==> src/rtl/http_chunked_stream_decoder_defines.svh <==
// Assertion macros shared by the chunked stream decoder RTL.
`ifndef HTTP_CHUNKED_STREAM_DECODER_DEFINES_SVH
`define HTTP_CHUNKED_STREAM_DECODER_DEFINES_SVH

// Same-cycle implication, sampled on clk, off while rst_n is low.
`define HCSD_ASSERT_IMP(label, ante, cons) \
    label: assert property (@(posedge clk) disable iff (!rst_n) (ante) |-> (cons)) \
        else $error("hcsd: assertion failed");

// Next-cycle implication, sampled on clk, off while rst_n is low.
`define HCSD_ASSERT_NXT(label, ante, cons) \
    label: assert property (@(posedge clk) disable iff (!rst_n) (ante) |=> (cons)) \
        else $error("hcsd: assertion failed");

`endif

==> src/rtl/hcsd_pkg.sv <==
// Shared types, constants and helpers for the chunked stream decoder.
package hcsd_pkg;

    localparam int SIZE_WIDTH = 31;
    localparam int BYTE_W     = 8;
    localparam int KIND_W     = 2;

    localparam logic [BYTE_W-1:0] CHAR_CR = 8'h0D;
    localparam logic [BYTE_W-1:0] CHAR_LF = 8'h0A;

    typedef enum logic [1:0] {
        PH_SIZE    = 2'd0,
        PH_DATA    = 2'd1,
        PH_TRAILER = 2'd2,
        PH_DROP    = 2'd3
    } phase_t;

    typedef enum logic [KIND_W-1:0] {
        KIND_PAYLOAD = 2'd0,
        KIND_ZERO    = 2'd1,
        KIND_BAD     = 2'd2
    } kind_t;

    typedef struct packed {
        logic [BYTE_W-1:0] in_byte;
        logic              end_of_read;
    } in_item_t;

    typedef struct packed {
        logic [BYTE_W-1:0] out_byte;
        kind_t             kind;
    } out_item_t;

    typedef struct packed {
        phase_t phase;
        logic   count_zero;
    } core_status_t;

    typedef struct packed {
        logic       ok;
        logic [3:0] val;
    } hex_t;

    // Hex digit decode: 0-9, a-f, A-F
    function automatic hex_t hex_decode(input logic [BYTE_W-1:0] c);
        hex_t h;
        h.ok  = 1'b0;
        h.val = c[3:0];
        if (c >= 8'h30 && c <= 8'h39)
        begin
            h.ok  = 1'b1;
            h.val = c[3:0];
        end
        else if ((c >= 8'h61 && c <= 8'h66) || (c >= 8'h41 && c <= 8'h46))
        begin
            h.ok  = 1'b1;
            h.val = c[3:0] + 4'd9;
        end
        return h;
    endfunction

endpackage

==> src/rtl/hcsd_stream_if.sv <==
// Valid/ready stream interfaces for the decoder input and output channels.
interface hcsd_in_if
    import hcsd_pkg::*;
    ();
    logic              valid;
    logic              ready;
    logic [BYTE_W-1:0] in_byte;
    logic              end_of_read;

    modport source (output valid, output in_byte, output end_of_read, input ready);
    modport sink   (input valid, input in_byte, input end_of_read, output ready);
endinterface

interface hcsd_out_if
    import hcsd_pkg::*;
    ();
    logic              valid;
    logic              ready;
    logic [BYTE_W-1:0] out_byte;
    logic [KIND_W-1:0] kind;

    modport source (output valid, output out_byte, output kind, input ready);
    modport sink   (input valid, input out_byte, input kind, output ready);
endinterface

==> src/rtl/hcsd_in_stage.sv <==
// Input register: captures one byte transaction ahead of the parse step.
module hcsd_in_stage
    import hcsd_pkg::*;
(
    input  logic          clk,
    input  logic          rst_n,
    hcsd_in_if.sink       rx,
    input  logic          advance,
    output logic          valid,
    output in_item_t      item
);

    logic     valid_reg;
    logic     valid_next;
    in_item_t item_reg;
    logic     load;

    // Take a new transaction when empty or when the held one moves on
    assign rx.ready = !valid_reg || advance;
    assign load     = rx.valid && rx.ready;

    always_comb
    begin
        valid_next = valid_reg;
        if (load)
        begin
            valid_next = 1'b1;
        end
        else if (advance)
        begin
            valid_next = 1'b0;
        end
    end

    always_ff @(posedge clk or negedge rst_n)
    begin
        if (!rst_n)
        begin
            valid_reg <= 1'b0;
        end
        else
        begin
            valid_reg <= valid_next;
        end
    end

    // Payload capture, no reset needed
    always_ff @(posedge clk)
    begin
        if (load)
        begin
            item_reg.in_byte     <= rx.in_byte;
            item_reg.end_of_read <= rx.end_of_read;
        end
    end

    assign valid = valid_reg;
    assign item  = item_reg;

endmodule

==> src/rtl/hcsd_core.sv <==
// Chunk framing state and the combinational per-byte parse step.
module hcsd_core
    import hcsd_pkg::*;
(
    input  logic         clk,
    input  logic         rst_n,
    input  logic         item_valid,
    input  logic         advance,
    input  in_item_t     item,
    output logic         res_valid,
    output out_item_t    res,
    output core_status_t status
);

    phase_t                phase_reg;
    phase_t                phase_next;
    logic [SIZE_WIDTH-1:0] acc_reg;
    logic [SIZE_WIDTH-1:0] acc_next;
    logic                  seen_reg;
    logic                  seen_next;
    logic                  bad_reg;
    logic                  bad_next;
    logic [SIZE_WIDTH-1:0] rem_reg;
    logic [SIZE_WIDTH-1:0] rem_next;
    logic                  step_res;
    hex_t                  hex;

    // Parse step for the held byte
    always_comb
    begin
        phase_next   = phase_reg;
        acc_next     = acc_reg;
        seen_next    = seen_reg;
        bad_next     = bad_reg;
        rem_next     = rem_reg;
        step_res     = 1'b0;
        res.out_byte = '0;
        res.kind     = KIND_PAYLOAD;
        hex          = hex_decode(item.in_byte);

        case (phase_reg)
            PH_SIZE:
            begin
                if (item.in_byte == CHAR_CR)
                begin
                    // carriage return is skipped
                end
                else if (item.in_byte != CHAR_LF)
                begin
                    if (!hex.ok)
                    begin
                        bad_next = 1'b1;
                    end
                    else if (!bad_reg)
                    begin
                        // top nibble set: another digit would overflow
                        if (acc_reg[SIZE_WIDTH-1:SIZE_WIDTH-4] != '0)
                        begin
                            bad_next = 1'b1;
                        end
                        else
                        begin
                            acc_next  = {acc_reg[SIZE_WIDTH-5:0], hex.val};
                            seen_next = 1'b1;
                        end
                    end
                end
                else if (!bad_reg && seen_reg && acc_reg != '0)
                begin
                    rem_next   = acc_reg;
                    acc_next   = '0;
                    seen_next  = 1'b0;
                    bad_next   = 1'b0;
                    phase_next = PH_DATA;
                end
                else
                begin
                    step_res   = 1'b1;
                    res.kind   = (!bad_reg && seen_reg) ? KIND_ZERO : KIND_BAD;
                    acc_next   = '0;
                    seen_next  = 1'b0;
                    bad_next   = 1'b0;
                    phase_next = item.end_of_read ? PH_SIZE : PH_DROP;
                end
            end
            PH_DATA:
            begin
                step_res     = 1'b1;
                res.out_byte = item.in_byte;
                rem_next     = rem_reg - SIZE_WIDTH'(1);
                if (rem_next == '0)
                begin
                    phase_next = PH_TRAILER;
                end
            end
            PH_TRAILER:
            begin
                if (item.in_byte == CHAR_LF)
                begin
                    phase_next = PH_SIZE;
                end
            end
            default:
            begin
                // drop until the end of the current read
                if (item.end_of_read)
                begin
                    phase_next = PH_SIZE;
                end
            end
        endcase
    end

    // State update once per accepted byte
    always_ff @(posedge clk or negedge rst_n)
    begin
        if (!rst_n)
        begin
            phase_reg <= PH_SIZE;
            acc_reg   <= '0;
            seen_reg  <= 1'b0;
            bad_reg   <= 1'b0;
            rem_reg   <= '0;
        end
        else if (advance)
        begin
            phase_reg <= phase_next;
            acc_reg   <= acc_next;
            seen_reg  <= seen_next;
            bad_reg   <= bad_next;
            rem_reg   <= rem_next;
        end
    end

    assign res_valid         = item_valid && step_res;
    assign status.phase      = phase_reg;
    assign status.count_zero = (rem_reg == '0);

endmodule

==> src/rtl/hcsd_out_stage.sv <==
// Output register holding one result transaction for the sink.
module hcsd_out_stage
    import hcsd_pkg::*;
(
    input  logic          clk,
    input  logic          rst_n,
    input  logic          res_valid,
    input  out_item_t     res,
    output logic          can_take,
    hcsd_out_if.source    tx
);

    logic      valid_reg;
    out_item_t item_reg;

    // Free when empty or being drained this cycle
    assign can_take = !valid_reg || tx.ready;

    always_ff @(posedge clk or negedge rst_n)
    begin
        if (!rst_n)
        begin
            valid_reg <= 1'b0;
        end
        else if (can_take)
        begin
            valid_reg <= res_valid;
        end
    end

    always_ff @(posedge clk)
    begin
        if (can_take && res_valid)
        begin
            item_reg <= res;
        end
    end

    assign tx.valid    = valid_reg;
    assign tx.out_byte = item_reg.out_byte;
    assign tx.kind     = item_reg.kind;

endmodule

==> src/rtl/http_chunked_stream_decoder.sv <==
// Path: an input byte is held in the input register and its result is registered in the output register.
// Throughput: one byte per cycle while the output side has room; the parse step (hex shift-add or count
// decrement) is combinational between the input and output registers.
// Bytes that produce no result still pass through the parse step.
// Reset: rst_n asynchronous active low; size phase, counters and flags clear,
// both pipeline registers empty.
`include "http_chunked_stream_decoder_defines.svh"

module http_chunked_stream_decoder
    import hcsd_pkg::*;
(
    input  logic       clk,
    input  logic       rst_n,
    hcsd_in_if.sink    rx,
    hcsd_out_if.source tx
);

    logic         s1_valid;
    in_item_t     s1_item;
    logic         advance;
    logic         can_take;
    logic         res_valid;
    out_item_t    res;
    core_status_t status;

    // Parse step moves when a byte is held and the output side has room
    assign advance = s1_valid && can_take;

    hcsd_in_stage u_in_stage (
        .clk     (clk),
        .rst_n   (rst_n),
        .rx      (rx),
        .advance (advance),
        .valid   (s1_valid),
        .item    (s1_item)
    );

    hcsd_core u_core (
        .clk        (clk),
        .rst_n      (rst_n),
        .item_valid (s1_valid),
        .advance    (advance),
        .item       (s1_item),
        .res_valid  (res_valid),
        .res        (res),
        .status     (status)
    );

    hcsd_out_stage u_out_stage (
        .clk       (clk),
        .rst_n     (rst_n),
        .res_valid (res_valid),
        .res       (res),
        .can_take  (can_take),
        .tx        (tx)
    );

    // Checks
    `HCSD_ASSERT_IMP(a_event_byte_zero, tx.valid && tx.kind != KIND_PAYLOAD, tx.out_byte == '0)
    `HCSD_ASSERT_IMP(a_data_count_live, status.phase == PH_DATA, !status.count_zero)
    `HCSD_ASSERT_NXT(a_data_gives_payload, advance && status.phase == PH_DATA, tx.valid && tx.kind == KIND_PAYLOAD)

endmodule

==> src/flat_wrapper.sv <==
// flat-port wrapper written by rule: the top's interface ports become plain ports
module http_chunked_stream_decoder_flat import hcsd_pkg::*;
  (clk, rst_n, rx_valid, rx_in_byte, rx_end_of_read, rx_ready, tx_valid, tx_out_byte, tx_kind, tx_ready);
  hcsd_in_if rx_i ();
  hcsd_out_if tx_i ();
  input  logic clk;
  input  logic rst_n;
  input wire logic [$bits(rx_i.valid)-1:0] rx_valid;
  input wire logic [$bits(rx_i.in_byte)-1:0] rx_in_byte;
  input wire logic [$bits(rx_i.end_of_read)-1:0] rx_end_of_read;
  output wire logic [$bits(rx_i.ready)-1:0] rx_ready;
  output wire logic [$bits(tx_i.valid)-1:0] tx_valid;
  output wire logic [$bits(tx_i.out_byte)-1:0] tx_out_byte;
  output wire logic [$bits(tx_i.kind)-1:0] tx_kind;
  input wire logic [$bits(tx_i.ready)-1:0] tx_ready;
  assign rx_i.valid = rx_valid;
  assign rx_i.in_byte = rx_in_byte;
  assign rx_i.end_of_read = rx_end_of_read;
  assign rx_ready = rx_i.ready;
  assign tx_valid = tx_i.valid;
  assign tx_out_byte = tx_i.out_byte;
  assign tx_kind = tx_i.kind;
  assign tx_i.ready = tx_ready;
  http_chunked_stream_decoder u_core (.clk(clk), .rst_n(rst_n), .rx(rx_i), .tx(tx_i));
endmodule
==> config.mk <==
export PLATFORM = sky130hd
export DESIGN_NAME = http_chunked_stream_decoder_flat
export DESIGN_NICKNAME = d
export VERILOG_FILES = /design/src/rtl/hcsd_pkg.sv /design/src/rtl/hcsd_stream_if.sv /design/src/rtl/hcsd_in_stage.sv /design/src/rtl/hcsd_core.sv /design/src/rtl/hcsd_out_stage.sv /design/src/rtl/http_chunked_stream_decoder.sv /design/src/flat_wrapper.sv
export VERILOG_INCLUDE_DIRS = /design/src /design/src/rtl
export SDC_FILE = /design/constraint.sdc
export NUM_CORES = 1
export LEC_CHECK = 0
export BUFFER_PORTS_ARGS = -buffer_cell sky130_fd_sc_hd__clkbuf_2
export CAP_MARGIN = 25
export CELL_PAD_IN_SITES_DETAIL_PLACEMENT = 0
export CELL_PAD_IN_SITES_GLOBAL_PLACEMENT = 2
export CORE_MARGIN = 4
export CORE_UTILIZATION = 35
export CTS_CLUSTER_DIAMETER = 150
export DETAILED_ROUTE_END_ITERATION = 7
export HOLD_SLACK_MARGIN = 0.08
export PLACE_DENSITY = 0.79
export SLEW_MARGIN = 40
export SYNTH_ARGS = -nofsm -noshare
export SYNTH_HDL_FRONTEND = slang
export SYNTH_SLANG_ARGS = --single-unit
==> constraint.sdc <==
create_clock -name clk -period 2.8 [get_ports clk]
set_input_delay 0.28 -clock clk [delete_from_list [all_inputs] [get_ports clk]]
set_output_delay 0.28 -clock clk [all_outputs]
set_load 0.1 [all_outputs]
==> results of run 1 <==
layout make-up:
class	count	share of cell area
well taps	172	0.03868
multi-input cells	376	0.4081
repair buffers	65	0.08185
clock inverters	7	0.01304
clock buffers	9	0.04048
inverters	14	0.009445
flip-flops and latches	87	0.4084
per-layer routing:
| layer | vias to the layer above | global-route usage | wire, um | part of all wire |
|---|---|---|---|---|
| met5 | - | 0 | 0 | 0 |
| met2 | 63 | 0.2606 | 5486 | 0.45 |
| met3 | 16 | 0.03815 | 423 | 0.035 |
| li1 | 1958 | - | - | - |
| met4 | 0 | 0.05813 | 204 | 0.017 |
| met1 | 1838 | 0.2430 | 6118 | 0.50 |
layout by cell type, fill, tap and decap left out, drive strengths merged, types with 3 or more instances in the layout:
cell type  count
xor2           3
ha             9
nor3b          6
nand4          8
buf           41
dfrtp         68
or4            3
inv           15
nor3           9
clkbuf        32
o22ai         28
and2          10
nor2          21
o2111ai        3
o21ai         63
nand3         32
xnor2          7
edfxtp        19
a31oi          3
clkinv         4
nand2b         6
nor4          20
or3            6
nand2         71
a21oi         32
o31ai          4
mux2i          3
stage by stage:
stage / instances / utilization
after detailed placement: 711 / 0.4035
after CTS: 728 / 0.4284
after floorplan: 512 / -
final: 730 / 0.4321
after global placement: 711 / 0.4035
after global routing: 730 / 0.4321
power by group through the flow:
stage	logic (mW)	clock network [mW]	registers [mW]
6_report	1.89	1.22	1.85
5_1_grt	2.09	1.30	1.90
4_1_cts	1.84	1.25	1.84
3_5_place_dp	1.82	0	1.85
3_3_place_gp	1.79	0	1.85
2_1_floorplan	1.19	0	1.89
what timing repair did:
action	4_1_cts	5_1_grt
hold buffers	1	0
setup endpoints to repair	2	2
pin swaps	0	1
gates resized for setup	2	7
buffers inserted	0	2
endpoints found under the hold margin	20	0
kinds of logic (layout without fill, tap and decap cells):
kind of cell | count (synthesis) | count (layout) | share of synthesized area
compound gates | 150 | 150 | 0.1881
mux | 4 | 4 | 0.008817
simple gates | 203 | 203 | 0.2330
buf+inv | 49 | 95 | 0.04221
flops | 87 | 87 | 0.4852
fa+ha+maj | 9 | 9 | 0.02405
xor+xnor | 10 | 10 | 0.01870
worst register-to-register path, stage by stage (launching register included):
cell	delay [ns]
dfrtp_1	0.43
or4_4	0.54
or3_4	0.39
nor4_4	0.30
xnor2_1	0.15
nand3_1	0.11
or4_1	0.54
a31oi_1	0.19
how the worst max path moves through the flow:
stage,start,to
2_1_floorplan,u_core.u_core.rem_reg[15]$_DFFE_PN0P_,u_core.u_core.phase_reg[1]$_DFFE_PN0P_
3_3_place_gp,u_core.u_core.rem_reg[1]$_DFFE_PN0P_,u_core.u_core.phase_reg[1]$_DFFE_PN0P_
3_5_place_dp,u_core.u_core.rem_reg[1]$_DFFE_PN0P_,u_core.u_core.phase_reg[1]$_DFFE_PN0P_
4_1_cts,u_core.u_core.rem_reg[17]$_DFFE_PN0P_,u_core.u_core.phase_reg[1]$_DFFE_PN0P_
5_1_grt,u_core.u_core.rem_reg[17]$_DFFE_PN0P_,u_core.u_core.phase_reg[1]$_DFFE_PN0P_
6_report,u_core.u_core.rem_reg[22]$_DFFE_PN0P_,u_core.u_core.phase_reg[1]$_DFFE_PN0P_
==> impl_results.md, run 1 <==
* Total Neg Setup Slack at 0 ns
* Worst vdd ir at 0.0003268 V
* Worst Hold Path EP: u_core.u_in_stage.item[1]$_DFFE_PP_
* Global-route wire length before repair at 20.39 mm
* Mapped cell area at 4683 um2
* Logic gate share of total power at 0.381
* Min-delay src: rx_in_byte[0]
* Die height at 123.7 um
* Synth cell types at 54
* Arr. time, crit path at 2.99 ns
* DR vias/cell at 5.308
* Placed cell area at 5195 um2
* Worst Hold Depth at 1
* Largest net degree at the start of global routing at 62
* Crit path cell chain: or4_4, or3_4, nor4_4, xnor2_1, nand3_1, or4_1, a31oi_1
* CP bufs+invs at 0
* Sequential share of the synthesized area at 0.4852
* Fin crit period at 2.724 ns
* Placer congestion estimate at 0.8129
* Critical R2R Capture: u_core.u_core.phase_reg[1]$_DFFE_PN0P_
* Power Density at 891.4 nW/um2
* Post-synth EDFFs at 19
* Post-Route WL at 12.23 mm
* Port Buffers at 24
* CP peak stage delay at 0.54 ns
* Fin. Hold Viols at 0
* Slowest-stage cell, CP: or4_4
* CP Capture Type: register
* Final instance area at 5564 um2
* Hpwl dp at 8.556 mm
* CTS Buf Count at 9
* CP Launch Type: register
* Reg2Reg Launch Point: u_core.u_core.rem_reg[22]$_DFFE_PN0P_
* Leak at 2.188 nW
* CTS H-tree depth at 3
* Register Area at 2272 um2
* Worst hold slack at 0.1042 ns
* Total GRT Usage at 0.1718
* RSZ-0062 raised after global routing: no
* Antenna diodes at 0
* Top post-synthesis cells by count: nand2_1 (71), dfrtp_1 (68), o21ai_0 (63)
* Critical Path RT at 3.07 ns
* Clk slew on worst S/H paths at 0.07 ns
* Area growth, synth to finish at 18.81%
* Max Cap Violations at 0
* Worst r2r path cells at 7
* Most common cell in the netlist: nand2_1
* DR pass1 iterations at 5
* Synth Flop Type: dfrtp_1
* Power Total at 4.960 mW
* Achievable Freq at 0.3672 GHz
* Max clock buf depth at 2
* Core Region at 12880 um2
* Synth Net Count at 534
* Die W at 123.7 um
* Post-synthesis cell count at 512
* # IOs at 25
* CTS Sinks at 87
* Die Area at 15300 um2
* FP Rows at 41
* Avg Cell Area, Syn at 9.147 um2
* Drt drc at 0
* Routed Antenna Nets at 0
* Post-synth top area cell: dfrtp_1
* Min-Delay Path Class: in -> reg
* Initial antenna violation count at 0
* Critical path class: reg -> reg
* YS warnings at 0
* Top cell type's share of synthesized area at 0.3633
* Worst path depth at 7
* Crit Path Max Fanout at 6
* Top cells by area, synth: dfrtp_1 (36%), edfxtp_1 (12%), o21ai_0 (6.7%), nand2_1 (5.7%), o22ai_1 (3.7%)
* Setup ws final at 0.07643 ns
* Switching share of power at 0.3906
* Max Slew Vio Count at 0
* Sequential share of power at 0.374
* Fin nets at 575
* Setup-failing EPs final at 0
* CTS root buf: clkbuf_16
* Crit path max-delay family: simple AND/OR/NAND/NOR gates
* Vias post-DR at 3875
* Max transition margin at 0.6296
* Int Pwr at 3.022 mW
* Vias in the first global route at 3884
* Clock skew at 0.007553 ns
* Worst R2R Setup Slack at 0.08 ns
* DRT iter0 DRCs at 213
* Area used by multi-input combinational logic at 2271 um2
* Layout cells sized above 1 at 0.1774
* Pre-CTS WS at -0.04365 ns
* Gr ovfl total at 0
* Async S/R FF share, synth at 0.7816
* Slew @ Worst Pin at 0.5416 ns
* CTS tree: built
* Clk_lat worst skew at 0.35 ns
* Initial core utilization at 0.3637
* Clock Power Share at 0.245
* #FFs+latches synth at 87
* Final worst-path cycle share at 0.9727
* Switch Pwr at 1.937 mW
* Filler cells at 1284
* Run status: completed
* Routed WL per cell at 16.76 um
No activity file was read; power rests on OpenSTA's default activity.
==> run 2, diff against run 1 <==
--- a/config.mk
+++ b/config.mk
@@ -8,11 +8,12 @@
 export LEC_CHECK = 0
 export BUFFER_PORTS_ARGS = -buffer_cell sky130_fd_sc_hd__clkbuf_2
 export CAP_MARGIN = 25
-export CELL_PAD_IN_SITES_DETAIL_PLACEMENT = 0
+export CELL_PAD_IN_SITES_DETAIL_PLACEMENT = 1
 export CELL_PAD_IN_SITES_GLOBAL_PLACEMENT = 2
 export CORE_MARGIN = 4
 export CORE_UTILIZATION = 35
 export CTS_CLUSTER_DIAMETER = 150
+export CTS_CLUSTER_SIZE = 20
 export DETAILED_ROUTE_END_ITERATION = 7
 export HOLD_SLACK_MARGIN = 0.08
 export PLACE_DENSITY = 0.79
==> impl_results.md, run 2 (synthesized netlist as in run 1, its figures left out) <==
* Run status: completed
* Crit path cell chain: or4_1, or3_4, nor4_4, xnor2_1, nand3_1, or4_1, a31oi_1
* Post-CTS Setup Bufs at 0
* Crit path max-delay family: simple AND/OR/NAND/NOR gates
* Routed WL per cell at 17.93 um
* Cell Count, Final, Fillers Out at 728
* Min-Delay Path Class: in -> reg
* Crit Path Max Fanout at 4
* Hpwl dp at 9.389 mm
* Layout cells sized above 1 at 0.1709
* CP Capture Type: register
* Slowest-stage cell, CP: or4_1
* DR pass1 iterations at 4
* Worst Setup EP: u_core.u_core.phase_reg[1]$_DFFE_PN0P_
* CTS Sinks at 87
* Clock skew at 0.006718 ns
* DR vias/cell at 5.519
* Launch point of the worst path: u_core.u_core.rem_reg[17]$_DFFE_PN0P_
* Post-Route WL at 13.05 mm
* Vias post-DR at 4018
* Arr. time, crit path at 2.95 ns
* Die W at 123.7 um
* RSZ-0062 raised after global routing: yes
* Port Buffers at 24
* Max Slew Vio Count at 0
* Reg2Reg Launch Point: u_core.u_core.rem_reg[17]$_DFFE_PN0P_
* # IOs at 25
* Antenna diodes at 0
* Power Density at 908.8 nW/um2
* Grt peak-use layer: met2
* DRT iter0 DRCs at 232
* FP Rows at 41
* Met2 GRT Util at 0.2923
* Routing usage on met1 at 0.2605
* Placed cell area at 5195 um2
* Routed Antenna Nets at 0
* Worst path depth at 7
* Max Cap Violations at 0
* CTS Buf Count at 9
* Drt drc at 0
* Commonest non-fill, non-tap cell in the layout: nand2_1
* Clk_lat worst skew at 0.34 ns
* CP peak stage delay at 0.57 ns
* Total Neg Setup Slack at 0 ns
* Fin nets at 573
* Initial core utilization at 0.3637
* Die Area at 15300 um2
* Placer congestion estimate at 0.8129
* Crit path top cell by count: or4_1
* Worst hold slack at 0.1064 ns
* Critical Path RT at 3.07 ns
* Gr ovfl total at 0
* Met3 track demand over resource at 0.02634
* Achievable Freq at 0.3727 GHz
* Slew @ Worst Pin at 0.5781 ns
* Dpl cells at 711
* Worst R2R Setup Slack at 0.12 ns
* Global-route wire length before repair at 22.06 mm
* Final instance area at 5568 um2
* Power Total at 5.060 mW
* CP Launch Type: register
* Fin crit period at 2.683 ns
* Vias in the first global route at 4172
* CP bufs+invs at 0
* Final Util at 0.4324
* Largest net degree at the start of global routing at 62
* Fin. Hold Viols at 0
* Worst r2r path cells at 7
* CTS root buf: clkbuf_16
* Critical R2R Capture: u_core.u_core.phase_reg[1]$_DFFE_PN0P_
* Clk slew on worst S/H paths at 0.07 ns
* Setup-failing EPs final at 0
* Most frequent cells in the layout: nand2_1 (71), dfrtp_1 (68), o21ai_0 (63)
* Setup ws final at 0.1169 ns
* Filler cells at 1519
* Area growth, synth to finish at 18.89%
* Final worst-path cycle share at 0.9583
* Die height at 123.7 um
* Worst vdd ir at 0.0003773 V
* Max transition margin at 0.6136
* Critical path class: reg -> reg
* Initial antenna violation count at 0
* Core Region at 12880 um2
* Leak at 2.195 nW
* Total GRT Usage at 0.1860
* Max clock buf depth at 2
* CTS tree: built
* CTS H-tree depth at 3
* Pre-CTS WS at -0.1109 ns
run 2: changes by cell type in the layout (fill, tap and decap cells not counted), sizes merged:
cell,change
buf,-2
bufinv,+1
clkinvlp,-1
run 2: worst reg2reg max path, stage by stage, from the launching register on:
cell and delay, ns:
dfrtp_1 0.38, or4_1 0.57, or3_4 0.40, nor4_4 0.29, xnor2_1 0.15, nand3_1 0.10, or4_1 0.54, a31oi_1 0.18
run 2: area by class of cell:
cell class	instances	area [um2]	area share
Clock buffer	9	225.2	0.04045
Inverter	14	52.55	0.009438
Tap cell	172	215.2	0.03865
Multi-Input combinational cell	376	2266	0.4070
Sequential cell	87	2272	0.4081
Timing Repair Buffer	63	440.4	0.07910
Clock inverter	7	96.34	0.01730
run 2: what timing repair did:
action                                  CTS  global route
hold buffers                              1             0
pin swaps                                 0             1
resized for setup                         2             6
endpoints found under the setup margin    2            21
endpoints found under the hold margin    20             0
run 2: layer usage:
layer,wire (um),up-vias
li1,-,1965
met1,6506,2008
met2,6096,32
met3,212,13
met4,238,0
met5,0,-
run 2: how the worst min path moves through the flow:
stage,startpoint,endpoint,slack (ns),depth (start not counted)
2_1_floorplan,rst_n,u_core.u_core.acc_reg[0]$_DFFE_PN0P_,-0.02,0
6_report,rx_in_byte[5],u_core.u_in_stage.item[6]$_DFFE_PP_,0.11,1
4_1_cts,rx_in_byte[4],u_core.u_in_stage.item[5]$_DFFE_PP_,0.09,1
3_3_place_gp,rst_n,u_core.u_core.acc_reg[6]$_DFFE_PN0P_,0.28,1
5_1_grt,rx_in_byte[4],u_core.u_in_stage.item[5]$_DFFE_PP_,0.10,1
3_5_place_dp,rst_n,u_core.u_core.acc_reg[9]$_DFFE_PN0P_,0.29,1
run 2: report_power, final:
| group | switching [mW] | internal, mW |
|---|---|---|
| Combinational | 1.11 | 0.784 |
| Clock | 0.514 | 0.785 |
| Sequential | 0.320 | 1.55 |
